## config.mk

```make
export PLATFORM = sky130hd
export DESIGN_NAME = text_line_to_cell_formatter_flat
export DESIGN_NICKNAME = d
export VERILOG_FILES = /design/src/rtl/tlcf_pkg.sv /design/src/rtl/tlcf_if.sv /design/src/rtl/tlcf_cfg_regs.sv /design/src/rtl/tlcf_engine.sv /design/src/rtl/tlcf_out_reg.sv /design/src/rtl/text_line_to_cell_formatter.sv /design/src/flat_wrapper.sv
export SDC_FILE = /design/constraint.sdc
export NUM_CORES = 1
export LEC_CHECK = 0
export BUFFER_PORTS_ARGS = -buffer_cell sky130_fd_sc_hd__buf_2
export CAP_MARGIN = 0
export CORE_ASPECT_RATIO = 1.1
export CORE_MARGIN = 2
export CORE_UTILIZATION = 40
export CTS_CLUSTER_SIZE = 10
export DETAILED_ROUTE_END_ITERATION = 10
export GPL_TIMING_DRIVEN = 0
export PLACE_DENSITY_LB_ADDON = 0.05
export SYNTH_ARGS = -nofsm -noshare
export SYNTH_HDL_FRONTEND = slang
export SYNTH_SLANG_ARGS = --single-unit
```

## constraint.sdc

```tcl
create_clock -name clk -period 4.8 [get_ports clk]
set_input_delay 0.48 -clock clk [delete_from_list [all_inputs] [get_ports clk]]
set_output_delay 0.48 -clock clk [all_outputs]
set_load 0.005 [all_outputs]
```

## src/rtl/tlcf_pkg.sv

```systemverilog
`timescale 1ns / 1ps
// ----------------------------------------------------------------------------
// tlcf_pkg
// Shared types and constants of the text line to cell formatter.
// ----------------------------------------------------------------------------
package tlcf_pkg;

    localparam int unsigned CFG_IDX_W  = 3;
    localparam int unsigned CFG_DATA_W = 8;

    localparam logic [CFG_IDX_W-1:0] CFG_LINE_WIDTH     = 3'd0;
    localparam logic [CFG_IDX_W-1:0] CFG_TAB_SIZE       = 3'd1;
    localparam logic [CFG_IDX_W-1:0] CFG_NORMAL_ATTR    = 3'd2;
    localparam logic [CFG_IDX_W-1:0] CFG_BOLD_ATTR      = 3'd3;
    localparam logic [CFG_IDX_W-1:0] CFG_UNDERLINE_ATTR = 3'd4;

    localparam logic [7:0] RST_LINE_WIDTH     = 8'd80;
    localparam logic [3:0] RST_TAB_SIZE       = 4'd4;
    localparam logic [7:0] RST_NORMAL_ATTR    = 8'h07;
    localparam logic [7:0] RST_BOLD_ATTR      = 8'h0f;
    localparam logic [7:0] RST_UNDERLINE_ATTR = 8'h0e;

    localparam logic [7:0] CH_BS         = 8'h08;
    localparam logic [7:0] CH_TAB        = 8'h09;
    localparam logic [7:0] CH_LF         = 8'h0a;
    localparam logic [7:0] CH_CR         = 8'h0d;
    localparam logic [7:0] CH_SPACE      = 8'h20;
    localparam logic [7:0] CH_UNDERSCORE = 8'h5f;

    localparam logic EV_CELL_WRITE = 1'b0;
    localparam logic EV_LINE_DONE  = 1'b1;

    typedef struct packed {
        logic [7:0] line_width;
        logic [3:0] tab_size;
        logic [7:0] normal_attr;
        logic [7:0] bold_attr;
        logic [7:0] underline_attr;
    } tlcf_cfg_t;

    typedef struct packed {
        logic       event_res;
        logic [7:0] column;
        logic [7:0] glyph;
        logic [7:0] attribute;
        logic       last;
    } tlcf_res_t;

endpackage

```

## src/rtl/tlcf_if.sv

```systemverilog
`timescale 1ns / 1ps
// ----------------------------------------------------------------------------
// tlcf_in_if / tlcf_out_if
// Valid/ready channels for text bytes and cell results.
// ----------------------------------------------------------------------------
interface tlcf_in_if;
    logic       valid;
    logic       ready;
    logic [7:0] text_byte;

    modport source (output valid, output text_byte, input ready);
    modport sink   (input valid, input text_byte, output ready);
endinterface

interface tlcf_out_if;
    logic       valid;
    logic       ready;
    logic       event_res;
    logic [7:0] column;
    logic [7:0] glyph;
    logic [7:0] attribute;
    logic       last;

    modport source (output valid, output event_res, output column, output glyph,
                    output attribute, output last, input ready);
    modport sink   (input valid, input event_res, input column, input glyph,
                    input attribute, input last, output ready);
endinterface

```

## src/rtl/tlcf_cfg_regs.sv

```systemverilog
`timescale 1ns / 1ps
// ----------------------------------------------------------------------------
// tlcf_cfg_regs
// Configuration register file, written through a plain write port.
// ----------------------------------------------------------------------------
module tlcf_cfg_regs
    import tlcf_pkg::*;
(
    input  logic                  clk,
    input  logic                  rst_n,
    input  logic                  cfg_we,
    input  logic [CFG_IDX_W-1:0]  cfg_index,
    input  logic [CFG_DATA_W-1:0] cfg_wdata,
    output tlcf_cfg_t             cfg
);

    tlcf_cfg_t cfg_reg;

    always_ff @(posedge clk or negedge rst_n)
    begin
        if (!rst_n)
        begin
            cfg_reg.line_width     <= RST_LINE_WIDTH;
            cfg_reg.tab_size       <= RST_TAB_SIZE;
            cfg_reg.normal_attr    <= RST_NORMAL_ATTR;
            cfg_reg.bold_attr      <= RST_BOLD_ATTR;
            cfg_reg.underline_attr <= RST_UNDERLINE_ATTR;
        end
        else if (cfg_we)
        begin
            case (cfg_index)
                CFG_LINE_WIDTH:     cfg_reg.line_width     <= cfg_wdata;
                CFG_TAB_SIZE:       cfg_reg.tab_size       <= cfg_wdata[3:0];
                CFG_NORMAL_ATTR:    cfg_reg.normal_attr    <= cfg_wdata;
                CFG_BOLD_ATTR:      cfg_reg.bold_attr      <= cfg_wdata;
                CFG_UNDERLINE_ATTR: cfg_reg.underline_attr <= cfg_wdata;
                default: ;
            endcase
        end
    end

    assign cfg = cfg_reg;

endmodule

```

## src/rtl/tlcf_engine.sv

```systemverilog
`timescale 1ns / 1ps
// ----------------------------------------------------------------------------
// tlcf_engine
// Input byte register, line state and per-cycle result generation.
// ----------------------------------------------------------------------------
module tlcf_engine
    import tlcf_pkg::*;
(
    input  logic       clk,
    input  logic       rst_n,
    input  tlcf_cfg_t  cfg,
    input  logic       in_valid,
    input  logic [7:0] in_byte,
    output logic       in_ready,
    input  logic       slot_free,
    output logic       res_load,
    output tlcf_res_t  res
);

    logic       item_valid_reg;
    logic [7:0] byte_reg;
    logic [7:0] col_reg,      col_next;
    logic       pend_reg,     pend_next;
    logic [7:0] prev_reg,     prev_next;
    logic       tab_mode_reg, tab_mode_next;
    logic [3:0] tab_left_reg, tab_left_next;
    logic       cl_pend_reg,  cl_pend_next;

    logic       emit;
    logic       finish;
    logic       go;
    logic       do_tab;
    logic       do_done;
    logic [3:0] tab_left_cur;
    logic [3:0] tab_rem;
    logic [7:0] col_inc;

    assign col_inc = col_reg + 8'd1;
    assign tab_rem = tab_left_cur - 4'd1;

    always_comb
    begin
        res           = '0;
        emit          = 1'b0;
        finish        = 1'b0;
        do_tab        = 1'b0;
        do_done       = 1'b0;
        tab_left_cur  = tab_left_reg;
        col_next      = col_reg;
        pend_next     = pend_reg;
        prev_next     = prev_reg;
        tab_mode_next = tab_mode_reg;
        tab_left_next = tab_left_reg;
        cl_pend_next  = cl_pend_reg;

        if (item_valid_reg)
        begin
            if (cl_pend_reg)
            begin
                do_done = 1'b1;
            end
            else if (tab_mode_reg)
            begin
                do_tab = 1'b1;
            end
            else if (pend_reg)
            begin
                // overstrike: byte taken literally, dropped at column zero
                pend_next = 1'b0;
                finish    = 1'b1;
                if (col_reg != 8'd0)
                begin
                    emit          = 1'b1;
                    res.event_res = EV_CELL_WRITE;
                    res.column    = col_reg - 8'd1;
                    res.glyph     = byte_reg;
                    res.attribute = (prev_reg == CH_UNDERSCORE) ? cfg.underline_attr
                                                                : cfg.bold_attr;
                    res.last      = 1'b1;
                    prev_next     = byte_reg;
                end
            end
            else
            begin
                case (byte_reg)
                    CH_TAB:
                    begin
                        if (cfg.tab_size == 4'd0)
                            finish = 1'b1;
                        else if (col_reg >= cfg.line_width)
                            do_done = 1'b1;
                        else
                        begin
                            do_tab       = 1'b1;
                            tab_left_cur = cfg.tab_size;
                        end
                    end
                    CH_BS:
                    begin
                        pend_next = 1'b1;
                        finish    = 1'b1;
                    end
                    CH_CR:
                    begin
                        finish = 1'b1;
                    end
                    CH_LF:
                    begin
                        do_done = 1'b1;
                    end
                    default:
                    begin
                        emit          = 1'b1;
                        res.event_res = EV_CELL_WRITE;
                        res.column    = col_reg;
                        res.glyph     = byte_reg;
                        res.attribute = cfg.normal_attr;
                        col_next      = col_inc;
                        prev_next     = byte_reg;
                        // wrap of the column also ends the line
                        if (col_inc >= cfg.line_width || col_inc == 8'd0)
                            cl_pend_next = 1'b1;
                        else
                        begin
                            res.last = 1'b1;
                            finish   = 1'b1;
                        end
                    end
                endcase
            end

            // one blank cell of a tab; column is below the width here
            if (do_tab)
            begin
                emit          = 1'b1;
                res.event_res = EV_CELL_WRITE;
                res.column    = col_reg;
                res.glyph     = CH_SPACE;
                res.attribute = cfg.normal_attr;
                col_next      = col_inc;
                prev_next     = CH_SPACE;
                if (col_inc >= cfg.line_width)
                begin
                    cl_pend_next  = 1'b1;
                    tab_mode_next = 1'b0;
                end
                else if (tab_rem == 4'd0)
                begin
                    res.last      = 1'b1;
                    finish        = 1'b1;
                    tab_mode_next = 1'b0;
                end
                else
                begin
                    tab_mode_next = 1'b1;
                    tab_left_next = tab_rem;
                end
            end

            if (do_done)
            begin
                emit          = 1'b1;
                res.event_res = EV_LINE_DONE;
                res.last      = 1'b1;
                finish        = 1'b1;
                col_next      = 8'd0;
                pend_next     = 1'b0;
                prev_next     = CH_SPACE;
                cl_pend_next  = 1'b0;
            end
        end
    end

    assign go       = item_valid_reg && (!emit || slot_free);
    assign res_load = go && emit;
    assign in_ready = !item_valid_reg || (go && finish);

    always_ff @(posedge clk or negedge rst_n)
    begin
        if (!rst_n)
        begin
            item_valid_reg <= 1'b0;
            col_reg        <= 8'd0;
            pend_reg       <= 1'b0;
            prev_reg       <= CH_SPACE;
            tab_mode_reg   <= 1'b0;
            tab_left_reg   <= 4'd0;
            cl_pend_reg    <= 1'b0;
        end
        else
        begin
            if (in_valid && in_ready)
                item_valid_reg <= 1'b1;
            else if (go && finish)
                item_valid_reg <= 1'b0;

            if (go)
            begin
                col_reg      <= col_next;
                pend_reg     <= pend_next;
                prev_reg     <= prev_next;
                tab_mode_reg <= tab_mode_next;
                tab_left_reg <= tab_left_next;
                cl_pend_reg  <= cl_pend_next;
            end
        end
    end

    always_ff @(posedge clk)
    begin
        if (in_valid && in_ready)
            byte_reg <= in_byte;
    end

endmodule

```

## src/rtl/tlcf_out_reg.sv

```systemverilog
`timescale 1ns / 1ps
// ----------------------------------------------------------------------------
// tlcf_out_reg
// Result register driving the output channel.
// ----------------------------------------------------------------------------
module tlcf_out_reg
    import tlcf_pkg::*;
(
    input  logic       clk,
    input  logic       rst_n,
    input  logic       load,
    input  tlcf_res_t  res,
    output logic       slot_free,
    output logic       valid,
    input  logic       ready,
    output tlcf_res_t  data
);

    logic      valid_reg;
    tlcf_res_t data_reg;

    assign slot_free = !valid_reg || ready;

    always_ff @(posedge clk or negedge rst_n)
    begin
        if (!rst_n)
            valid_reg <= 1'b0;
        else if (load)
            valid_reg <= 1'b1;
        else if (ready)
            valid_reg <= 1'b0;
    end

    always_ff @(posedge clk)
    begin
        if (load)
            data_reg <= res;
    end

    assign valid = valid_reg;
    assign data  = data_reg;

endmodule

```

## src/rtl/text_line_to_cell_formatter.sv

```systemverilog
`timescale 1ns / 1ps
// ----------------------------------------------------------------------------
// text_line_to_cell_formatter
// Turns a text byte stream into character/attribute cell writes per line.
// ----------------------------------------------------------------------------
// Usage:
//   in_ch carries one text byte per beat; out_ch carries one result per beat,
//   either a cell write (column, glyph, attribute) or a line-done marker.
//   last flags the final result caused by a byte. Bytes causing no result
//   (CR, backspace, overstrike at column zero, tab of size zero) give none.
//   Configuration is written through cfg_we/cfg_index/cfg_wdata while idle.
// Timing:
//   A byte is registered on acceptance; its first result is then loaded into
//   the output register once that register is free, and out_ch shows it as
//   valid from that register.
//   Bytes giving one result or none sustain one byte per cycle while out_ch.ready
//   is high. A byte giving more than one result (tab cells, or a cell and a line-done)
//   holds the input until its last is loaded, one result a cycle while slot_free is high.
// Reset:
//   Clears column, overstrike and channel valids; registers take defaults.
// Stall:
//   While out_ch.ready is low the result is held and the input stops
//   once the engine has a result waiting.
// ----------------------------------------------------------------------------
module text_line_to_cell_formatter
    import tlcf_pkg::*;
(
    input  logic                  clk,
    input  logic                  rst_n,
    tlcf_in_if.sink               in_ch,
    tlcf_out_if.source            out_ch,
    input  logic                  cfg_we,
    input  logic [CFG_IDX_W-1:0]  cfg_index,
    input  logic [CFG_DATA_W-1:0] cfg_wdata
);

    tlcf_cfg_t cfg;
    tlcf_res_t res;
    tlcf_res_t out_data;
    logic      res_load;
    logic      slot_free;

    tlcf_cfg_regs u_cfg (
        .clk       (clk),
        .rst_n     (rst_n),
        .cfg_we    (cfg_we),
        .cfg_index (cfg_index),
        .cfg_wdata (cfg_wdata),
        .cfg       (cfg)
    );

    tlcf_engine u_engine (
        .clk       (clk),
        .rst_n     (rst_n),
        .cfg       (cfg),
        .in_valid  (in_ch.valid),
        .in_byte   (in_ch.text_byte),
        .in_ready  (in_ch.ready),
        .slot_free (slot_free),
        .res_load  (res_load),
        .res       (res)
    );

    tlcf_out_reg u_out (
        .clk       (clk),
        .rst_n     (rst_n),
        .load      (res_load),
        .res       (res),
        .slot_free (slot_free),
        .valid     (out_ch.valid),
        .ready     (out_ch.ready),
        .data      (out_data)
    );

    assign out_ch.event_res = out_data.event_res;
    assign out_ch.column    = out_data.column;
    assign out_ch.glyph     = out_data.glyph;
    assign out_ch.attribute = out_data.attribute;
    assign out_ch.last      = out_data.last;

`ifndef SYNTHESIS
    // a line-done marker always closes the byte's results
    a_done_is_last: assert property (@(posedge clk) disable iff (!rst_n)
        out_ch.valid && out_ch.event_res == EV_LINE_DONE |-> out_ch.last)
        else $error("line-done beat without last");

    a_done_zero: assert property (@(posedge clk) disable iff (!rst_n)
        out_ch.valid && out_ch.event_res == EV_LINE_DONE |->
            out_ch.column == 8'd0 && out_ch.glyph == 8'd0 && out_ch.attribute == 8'd0)
        else $error("line-done beat with nonzero payload");

    // the line closes before the column can reach 255
    a_col_range: assert property (@(posedge clk) disable iff (!rst_n)
        out_ch.valid && out_ch.event_res == EV_CELL_WRITE |-> out_ch.column != 8'hff)
        else $error("cell write past last column");
`endif

endmodule
```

## src/flat_wrapper.sv

```systemverilog
// flat-port wrapper written by rule: the top's interface ports become plain ports
module text_line_to_cell_formatter_flat import tlcf_pkg::*;
  (clk, rst_n, cfg_we, cfg_index, cfg_wdata, in_ch_valid, in_ch_text_byte, in_ch_ready, out_ch_valid, out_ch_event_res, out_ch_column, out_ch_glyph, out_ch_attribute, out_ch_last, out_ch_ready);
  tlcf_in_if in_ch_i ();
  tlcf_out_if out_ch_i ();
  input  logic clk;
  input  logic rst_n;
  input  logic cfg_we;
  input  logic [CFG_IDX_W-1:0] cfg_index;
  input  logic [CFG_DATA_W-1:0] cfg_wdata;
  input wire logic [$bits(in_ch_i.valid)-1:0] in_ch_valid;
  input wire logic [$bits(in_ch_i.text_byte)-1:0] in_ch_text_byte;
  output wire logic [$bits(in_ch_i.ready)-1:0] in_ch_ready;
  output wire logic [$bits(out_ch_i.valid)-1:0] out_ch_valid;
  output wire logic [$bits(out_ch_i.event_res)-1:0] out_ch_event_res;
  output wire logic [$bits(out_ch_i.column)-1:0] out_ch_column;
  output wire logic [$bits(out_ch_i.glyph)-1:0] out_ch_glyph;
  output wire logic [$bits(out_ch_i.attribute)-1:0] out_ch_attribute;
  output wire logic [$bits(out_ch_i.last)-1:0] out_ch_last;
  input wire logic [$bits(out_ch_i.ready)-1:0] out_ch_ready;
  assign in_ch_i.valid = in_ch_valid;
  assign in_ch_i.text_byte = in_ch_text_byte;
  assign in_ch_ready = in_ch_i.ready;
  assign out_ch_valid = out_ch_i.valid;
  assign out_ch_event_res = out_ch_i.event_res;
  assign out_ch_column = out_ch_i.column;
  assign out_ch_glyph = out_ch_i.glyph;
  assign out_ch_attribute = out_ch_i.attribute;
  assign out_ch_last = out_ch_i.last;
  assign out_ch_i.ready = out_ch_ready;
  text_line_to_cell_formatter u_core (.clk(clk), .rst_n(rst_n), .in_ch(in_ch_i), .out_ch(out_ch_i), .cfg_we(cfg_we), .cfg_index(cfg_index), .cfg_wdata(cfg_wdata));
endmodule
```

# == Word level (Yosys, flattened, before mapping) ==
# Index checks and enable logic that the tools add are counted.
# word_totals
reg_bits,95
inputBits,24
word_cells,160
output_inout_bits,28
# op_classes
n_eq_ne,17
bitwise_logic,3
n_reduce_logical,32
n_lt_le_gt_ge,2
n_mux,83
add_sub_neg,3
# ops
operator,n
$mux 8,14
$mux 26,4
$mux 1,54
$mux 25,2
$eq 8x4->1 const B,4
$mux 4,7
$ge 8x8->1,2
$ne 3x1->1 const B,4
$reduce_and 2->1,6
$reduce_and 6->1,2
$add 8x1->8 const B,1
$eq 8x7->1 const B,1
$logic_not 4->1,2
$logic_not 8->1,1
$ne 4x1->1 const B,2
$reduce_bool 8->1,1
$reduce_or 4->1,2
$sub 8x1->8 const B,1
$eq 3x2->1 const B,2
$reduce_and 5->1,1
$logic_and 1x1->1,4
$logic_or 1x1->1,4
$ne 2x1->1 const B,2
$reduce_and 4->1,1
11 further kinds,16

# == Logic depth before layout (Yosys ltp) ==
# logic_depth
ltp_word,19
mapped_depth,14
ltp_nobuf,14

# == By module ==
# Synthesis repeated with hierarchy kept, for this count alone.
# unflattened
hier_cells,452
hier_area_um2,5093.6
# by_module_without_submodules
module,area_each_um2,seq_area_each_um2,cells_each,instances
tlcf_engine,2867.8,842.1,344,1
tlcf_cfg_regs,1397.6,917.1,79,1
tlcf_out_reg,828.3,805.8,29,1

# == Worst setup path before layout ==
# No wires, ideal clock.
# synth_path
path_kind,reg2reg
from,reg u_core.u_cfg.cfg_reg (netlist bit u_core.u_cfg.cfg[32])
to,reg u_core.u_engine.byte_reg[0] (enable)
setup_time_ps,332
period_less_slack_ps,4250
setup_slack_ps,550
arrival_time_ps,3919
n_path_buf,0
required_time_ps,4468
path_stages_with_launch,15
path_cell_list,dfstp_2 -> inv_1 -> ha_1 -> or4_1 -> a21oi_2 -> o31ai_1 -> nor4_2 -> mux2i_1 -> ha_1 -> nand2b_1 -> nand3_1 -> a2111oi_2 -> o211ai_1 -> a32oi_1 -> and2_1
# synth_via
elab_chain_len,18
elab_cells_between_ends,45
cone_classes,1 x add/sub; 2 x order compare; 34 x mux; 8 x reduce/logical
# synth_rtl
element,line,source
from (decl),tlcf_cfg_regs.sv:17,tlcf_cfg_t cfg_reg;
$ge 8x8->1,tlcf_engine.sv:90,else if (col_reg >= cfg.line_width)
$mux 4,tlcf_engine.sv:90,
$mux 4,tlcf_engine.sv:88,if (cfg.tab_size == 4'd0)
$mux 4,tlcf_engine.sv:85,case (byte_reg)
$mux 4,tlcf_engine.sv:66,else if (pend_reg)
$mux 4,tlcf_engine.sv:62,else if (tab_mode_reg)
$mux 4,tlcf_engine.sv:58,if (cl_pend_reg)
$mux 4,tlcf_engine.sv:56,if (item_valid_reg)
[1 not listed],--,
via u_core.u_engine.tab_rem[0],tlcf_engine.sv:35,logic [3:0] tab_rem;
[2 not listed],--,
$mux 1,tlcf_engine.sv:142,if (col_inc >= cfg.line_width)
$mux 1,tlcf_engine.sv:133,if (do_tab)
$mux 1,tlcf_engine.sv:160,if (do_done)
$mux 1,tlcf_engine.sv:56,
$logic_and 1x1->1,tlcf_engine.sv:176,assign in_ready = !item_valid_reg || (go && finish);
$logic_or 1x1->1,tlcf_engine.sv:176,
via in_ch_ready,flat_wrapper.sv:13,output wire logic [$bits(in_ch_i.ready)-1:0] in_ch_ready;
$logic_and 1x1->1,tlcf_engine.sv:211,if (in_valid && in_ready)
to (signal assigned),tlcf_engine.sv:212,byte_reg <= in_byte;
to (decl),tlcf_engine.sv:21,logic [7:0] byte_reg;
# The timed path passes the listed nets, and every way through them passes these cells. The select of a mux whose other input is x is not followed.
# A chain may end at the register's enable or synchronous reset.

# == Final worst setup path ==
# layout_path
from,reg u_core.u_cfg.cfg_reg (netlist bit u_core.u_cfg.cfg[32])
to,out in_ch_ready
# layout_via
elab_chain_len,17
elab_cells_between_ends,44
cone_classes,1 x add/sub; 2 x order compare; 34 x mux; 7 x reduce/logical
# layout_rtl
element,line,source
$ge 8x8->1,tlcf_engine.sv:90,
$mux 4,tlcf_engine.sv:90,
$mux 4,tlcf_engine.sv:88,
$mux 4,tlcf_engine.sv:85,
$mux 4,tlcf_engine.sv:66,
$mux 4,tlcf_engine.sv:62,
$mux 4,tlcf_engine.sv:58,
$mux 4,tlcf_engine.sv:56,
[1 not listed],--,
via u_core.u_engine.tab_rem[0],tlcf_engine.sv:35,
$logic_not 4->1,tlcf_engine.sv:147,else if (tab_rem == 4'd0)
$mux 1,tlcf_engine.sv:147,
$mux 1,tlcf_engine.sv:142,
$mux 1,tlcf_engine.sv:133,
$mux 1,tlcf_engine.sv:160,
$mux 1,tlcf_engine.sv:56,
$logic_and 1x1->1,tlcf_engine.sv:176,
$logic_or 1x1->1,tlcf_engine.sv:176,
to (decl),flat_wrapper.sv:13,
# The timed path passes the listed nets, and every way through them passes these cells. The select of a mux whose other input is x is not followed.

==> flow_metrics.py <==
metrics = {
    "critical_path": {
        "reg2reg_slack_ns": 0.51,
        "startpoint_type": "flip-flop",
        "slowest_delay_ns": 0.52,
        "crit_required_ns": 4.32,
        "worstPathBufferInverterCount": 2,
        "arrival_ns": 4.04,
        "worstSetupPathType": "flip-flop to output pin",
        "cp_top_family": "simple AND/OR/NAND/NOR gates",
        "reg2reg_from": "u_core.u_cfg.cfg[32]",
        "r2r_end": "u_core.u_engine.byte_reg[0]",
        "slowest_stage": "dfstp_2",
        "path_cells": "inv_1 -> ha_1 -> or4_1 -> a21oi_2 -> o31ai_2 -> nor4_4 -> mux2i_2 -> ha_2 -> nand2b_1 -> nand3_1 -> a2111oi_4 -> o211ai_1 -> a32oi_2 -> buf_2",
        "cp_max_fo": 6,
        "end_kind": "output pin",
        "reg2regPathDepth": 14,
    },
    "min_path": {
        "hp-class": "input pin to asynchronous set/reset pin",
    },
    "cts": {
        "cts-root-buf": "clkbuf_16",
        "ctsHtreeMaxLevel": 3,
        "clock_insertion_delay_worst_skew_ns": 0.35,
        "cts_made_buffers": 9,
        "cts_tree": "built",
        "clkTransAtPathRegs_ns": 0.07,
        "clk_path_buf_depth": 2,
        "cts_sinks": 95,
    },
    "yosys": {
        "synth_edf_count": 34,
        "ys_ff_latch": 95,
        "synthCells": 487,
        "syn-cell-area_mm2": 0.005206,
        "synth_fp_nets": 532,
        "syn_area_per_cell_um2": 10.69,
        "synth_ff_type": "dfrtp_1",
        "yosys_warnings": 0,
        "ys_types": 72,
        "ys_seq_area_share_pct": 49.27,
        "postSynth.asyncResetShare_pct": 64.21,
    },
    "placement": {
        "portBuffers": 51,
        "place_area_mm2": 0.005660,
        "gp_congestion": 0.9152,
        "hpwl_um": 9154,
    },
    "grt": {
        "grt-ovfl-total": 0,
        "grt_max_degree": 62,
        "grtUsageTotal_pct": 19.33,
        "grt_pass1_wl_um": 20890,
        "antenna_found_initial": 0,
        "grt_pass1_vias": 3892,
    },
    "layout": {
        "drive_gt1_share_pct": 25.18,
        "layout_common_cells": "nand2_1 (56), buf_2 (53), o21ai_0 (48)",
        "largest_reg_flops": 36,
        "final_area_mm2": 0.006023,
        "antenna_cells": 0,
        "area_delta_synth_final_pct": 15.69,
        "final_common_cell": "nand2_1",
        "nets": 596,
    },
    "die": {
        "start_util_pct": 41.18,
        "die_y_um": 123.7,
        "rows": 43,
        "dieArea_mm2": 0.01395,
        "core-area_mm2": 0.01264,
        "ioPinCount": 52,
        "die_x_um": 112.8,
    },
    "timing": {
        "slew_violations": 0,
        "post-route-period-util_pct": 94.11,
        "period_needed_ns": 4.517,
        "max_freq_mhz": 221.4,
        "clock_skew_ns": 0.006567,
        "fin_setup_tns_ns": 0,
        "rsz0062_at_grt": "no",
        "relSlewSlack_pct": 18.15,
        "setup_violations": 0,
        "hold_violations": 0,
        "tightest_slew_ns": 1.218,
    },
    "detailed_routing": {
        "avgRoutedWirePerCell_um": 17.87,
        "drtIter0Drc": 177,
        "via_count": 3932,
        "wl_um": 12740,
        "drt.antenna.violating_nets": 0,
        "viasPerCell": 5.515,
        "drt_first_pass_iters": 4,
        "drc": 0,
    },
    "run": {
        "drv_cap": 0,
    },
    "power_and_ir_drop": {
        "power.density_mw_per_mm2": 514.5,
        "finalPower_mw": 3.099,
        "vdd_drop_max_v": 0.0002130,
        "power.leakage_nw": 2.507,
    },
    "run_status": {
        "status": "complete, no violations",
    },
}
[final cells by class]
cell class	count	area, µm²
repair buffers	53	272.8
clock inverters	5	43.79
flip-flops and latches	95	2565
clock buffers	11	264.0
fillers	1188	6620
well taps	157	196.4
multi-input cells	349	2512
inverters	20	75.07
plain buffers	23	93.84
[kinds of logic after synthesis]
group,count (synthesis),share of synthesized area [%]
compound gates,110,14.18
xor+xnor,9,1.514
fa+ha+maj,21,5.047
buf+inv,43,3.244
flops,95,49.27
mux,43,9.036
simple gates,166,17.71
[where the power goes]
part           internal, mW  total, mW  leakage (nW)  switching, mW
sequential             1.13       1.26          1.06          0.133
combinational         0.433       1.10          1.30          0.664
clock                 0.405      0.740         0.146          0.335
[per-layer routing]
layer  global-route usage, %  share of wire (%)  wire, µm
met1                   26.29                 48      6135
met2                   31.40                 46      5873
met3                   2.579                3.6       454
met4                   8.079                2.2       279
met5                       0                  0         0
[how the worst max path moves through the flow]
stage / startpoint / to / slack, ns / cells after the start
2_1_floorplan: u_core.u_cfg.cfg[32] / u_core.u_engine.byte_reg[0] / 0.55 / 14
3_3_place_gp: u_core.u_cfg.cfg[32] / u_core.u_engine.byte_reg[6] / -0.11 / 14
5_1_grt: u_core.u_cfg.cfg[32] / in_ch_ready / 0.02 / 14
4_1_cts: u_core.u_cfg.cfg[32] / in_ch_ready / 0.04 / 14
3_5_place_dp: u_core.u_cfg.cfg[32] / u_core.u_engine.byte_reg[7] / -0.13 / 14
6_report: u_core.u_cfg.cfg[32] / in_ch_ready / 0.28 / 14
[per-stage QoR]
step                util (%)  worst slack [ns]  std cells  hold WS, ns
floorplan                  -            0.5495        487       0.1844
global placement       44.75           -0.1128        695       0.4640
detailed placement     44.77           -0.1266        695       0.4836
CTS                    47.49           0.04462        712       0.2505
global route           47.64           0.02082        713       0.2791
finish                 47.64            0.2825        713       0.1810
[synth_stat cells (8+ instances only)]
| master | number | area share (%) |
|---|---|---|
| a21oi_1 | 16 | 1.5 |
| and2_1 | 14 | 1.7 |
| clkbuf_1 | 19 | 1.4 |
| dfrtp_1 | 47 | 23 |
| dfstp_2 | 14 | 7.1 |
| edfxtp_1 | 34 | 20 |
| ha_1 | 21 | 5.0 |
| inv_1 | 20 | 1.4 |
| mux2_2 | 31 | 6.7 |
| mux2i_1 | 11 | 2.1 |
| nand2_1 | 56 | 4.0 |
| nand2b_1 | 10 | 1.2 |
| nand3_1 | 12 | 1.2 |
| nor2_1 | 23 | 1.7 |
| o21ai_0 | 48 | 4.6 |
| o31ai_1 | 8 | 1.2 |
[what timing repair did]
| item | CTS | global route |
|---|---|---|
| resized for setup | 4 | 2 |
| hold buffers | 0 | 0 |
| pin swaps | 2 | 3 |
| setup endpoints to repair | 9 | 9 |
| setup buffers | 1 | 1 |
Note: power is estimated with default switching activity, not from simulation.
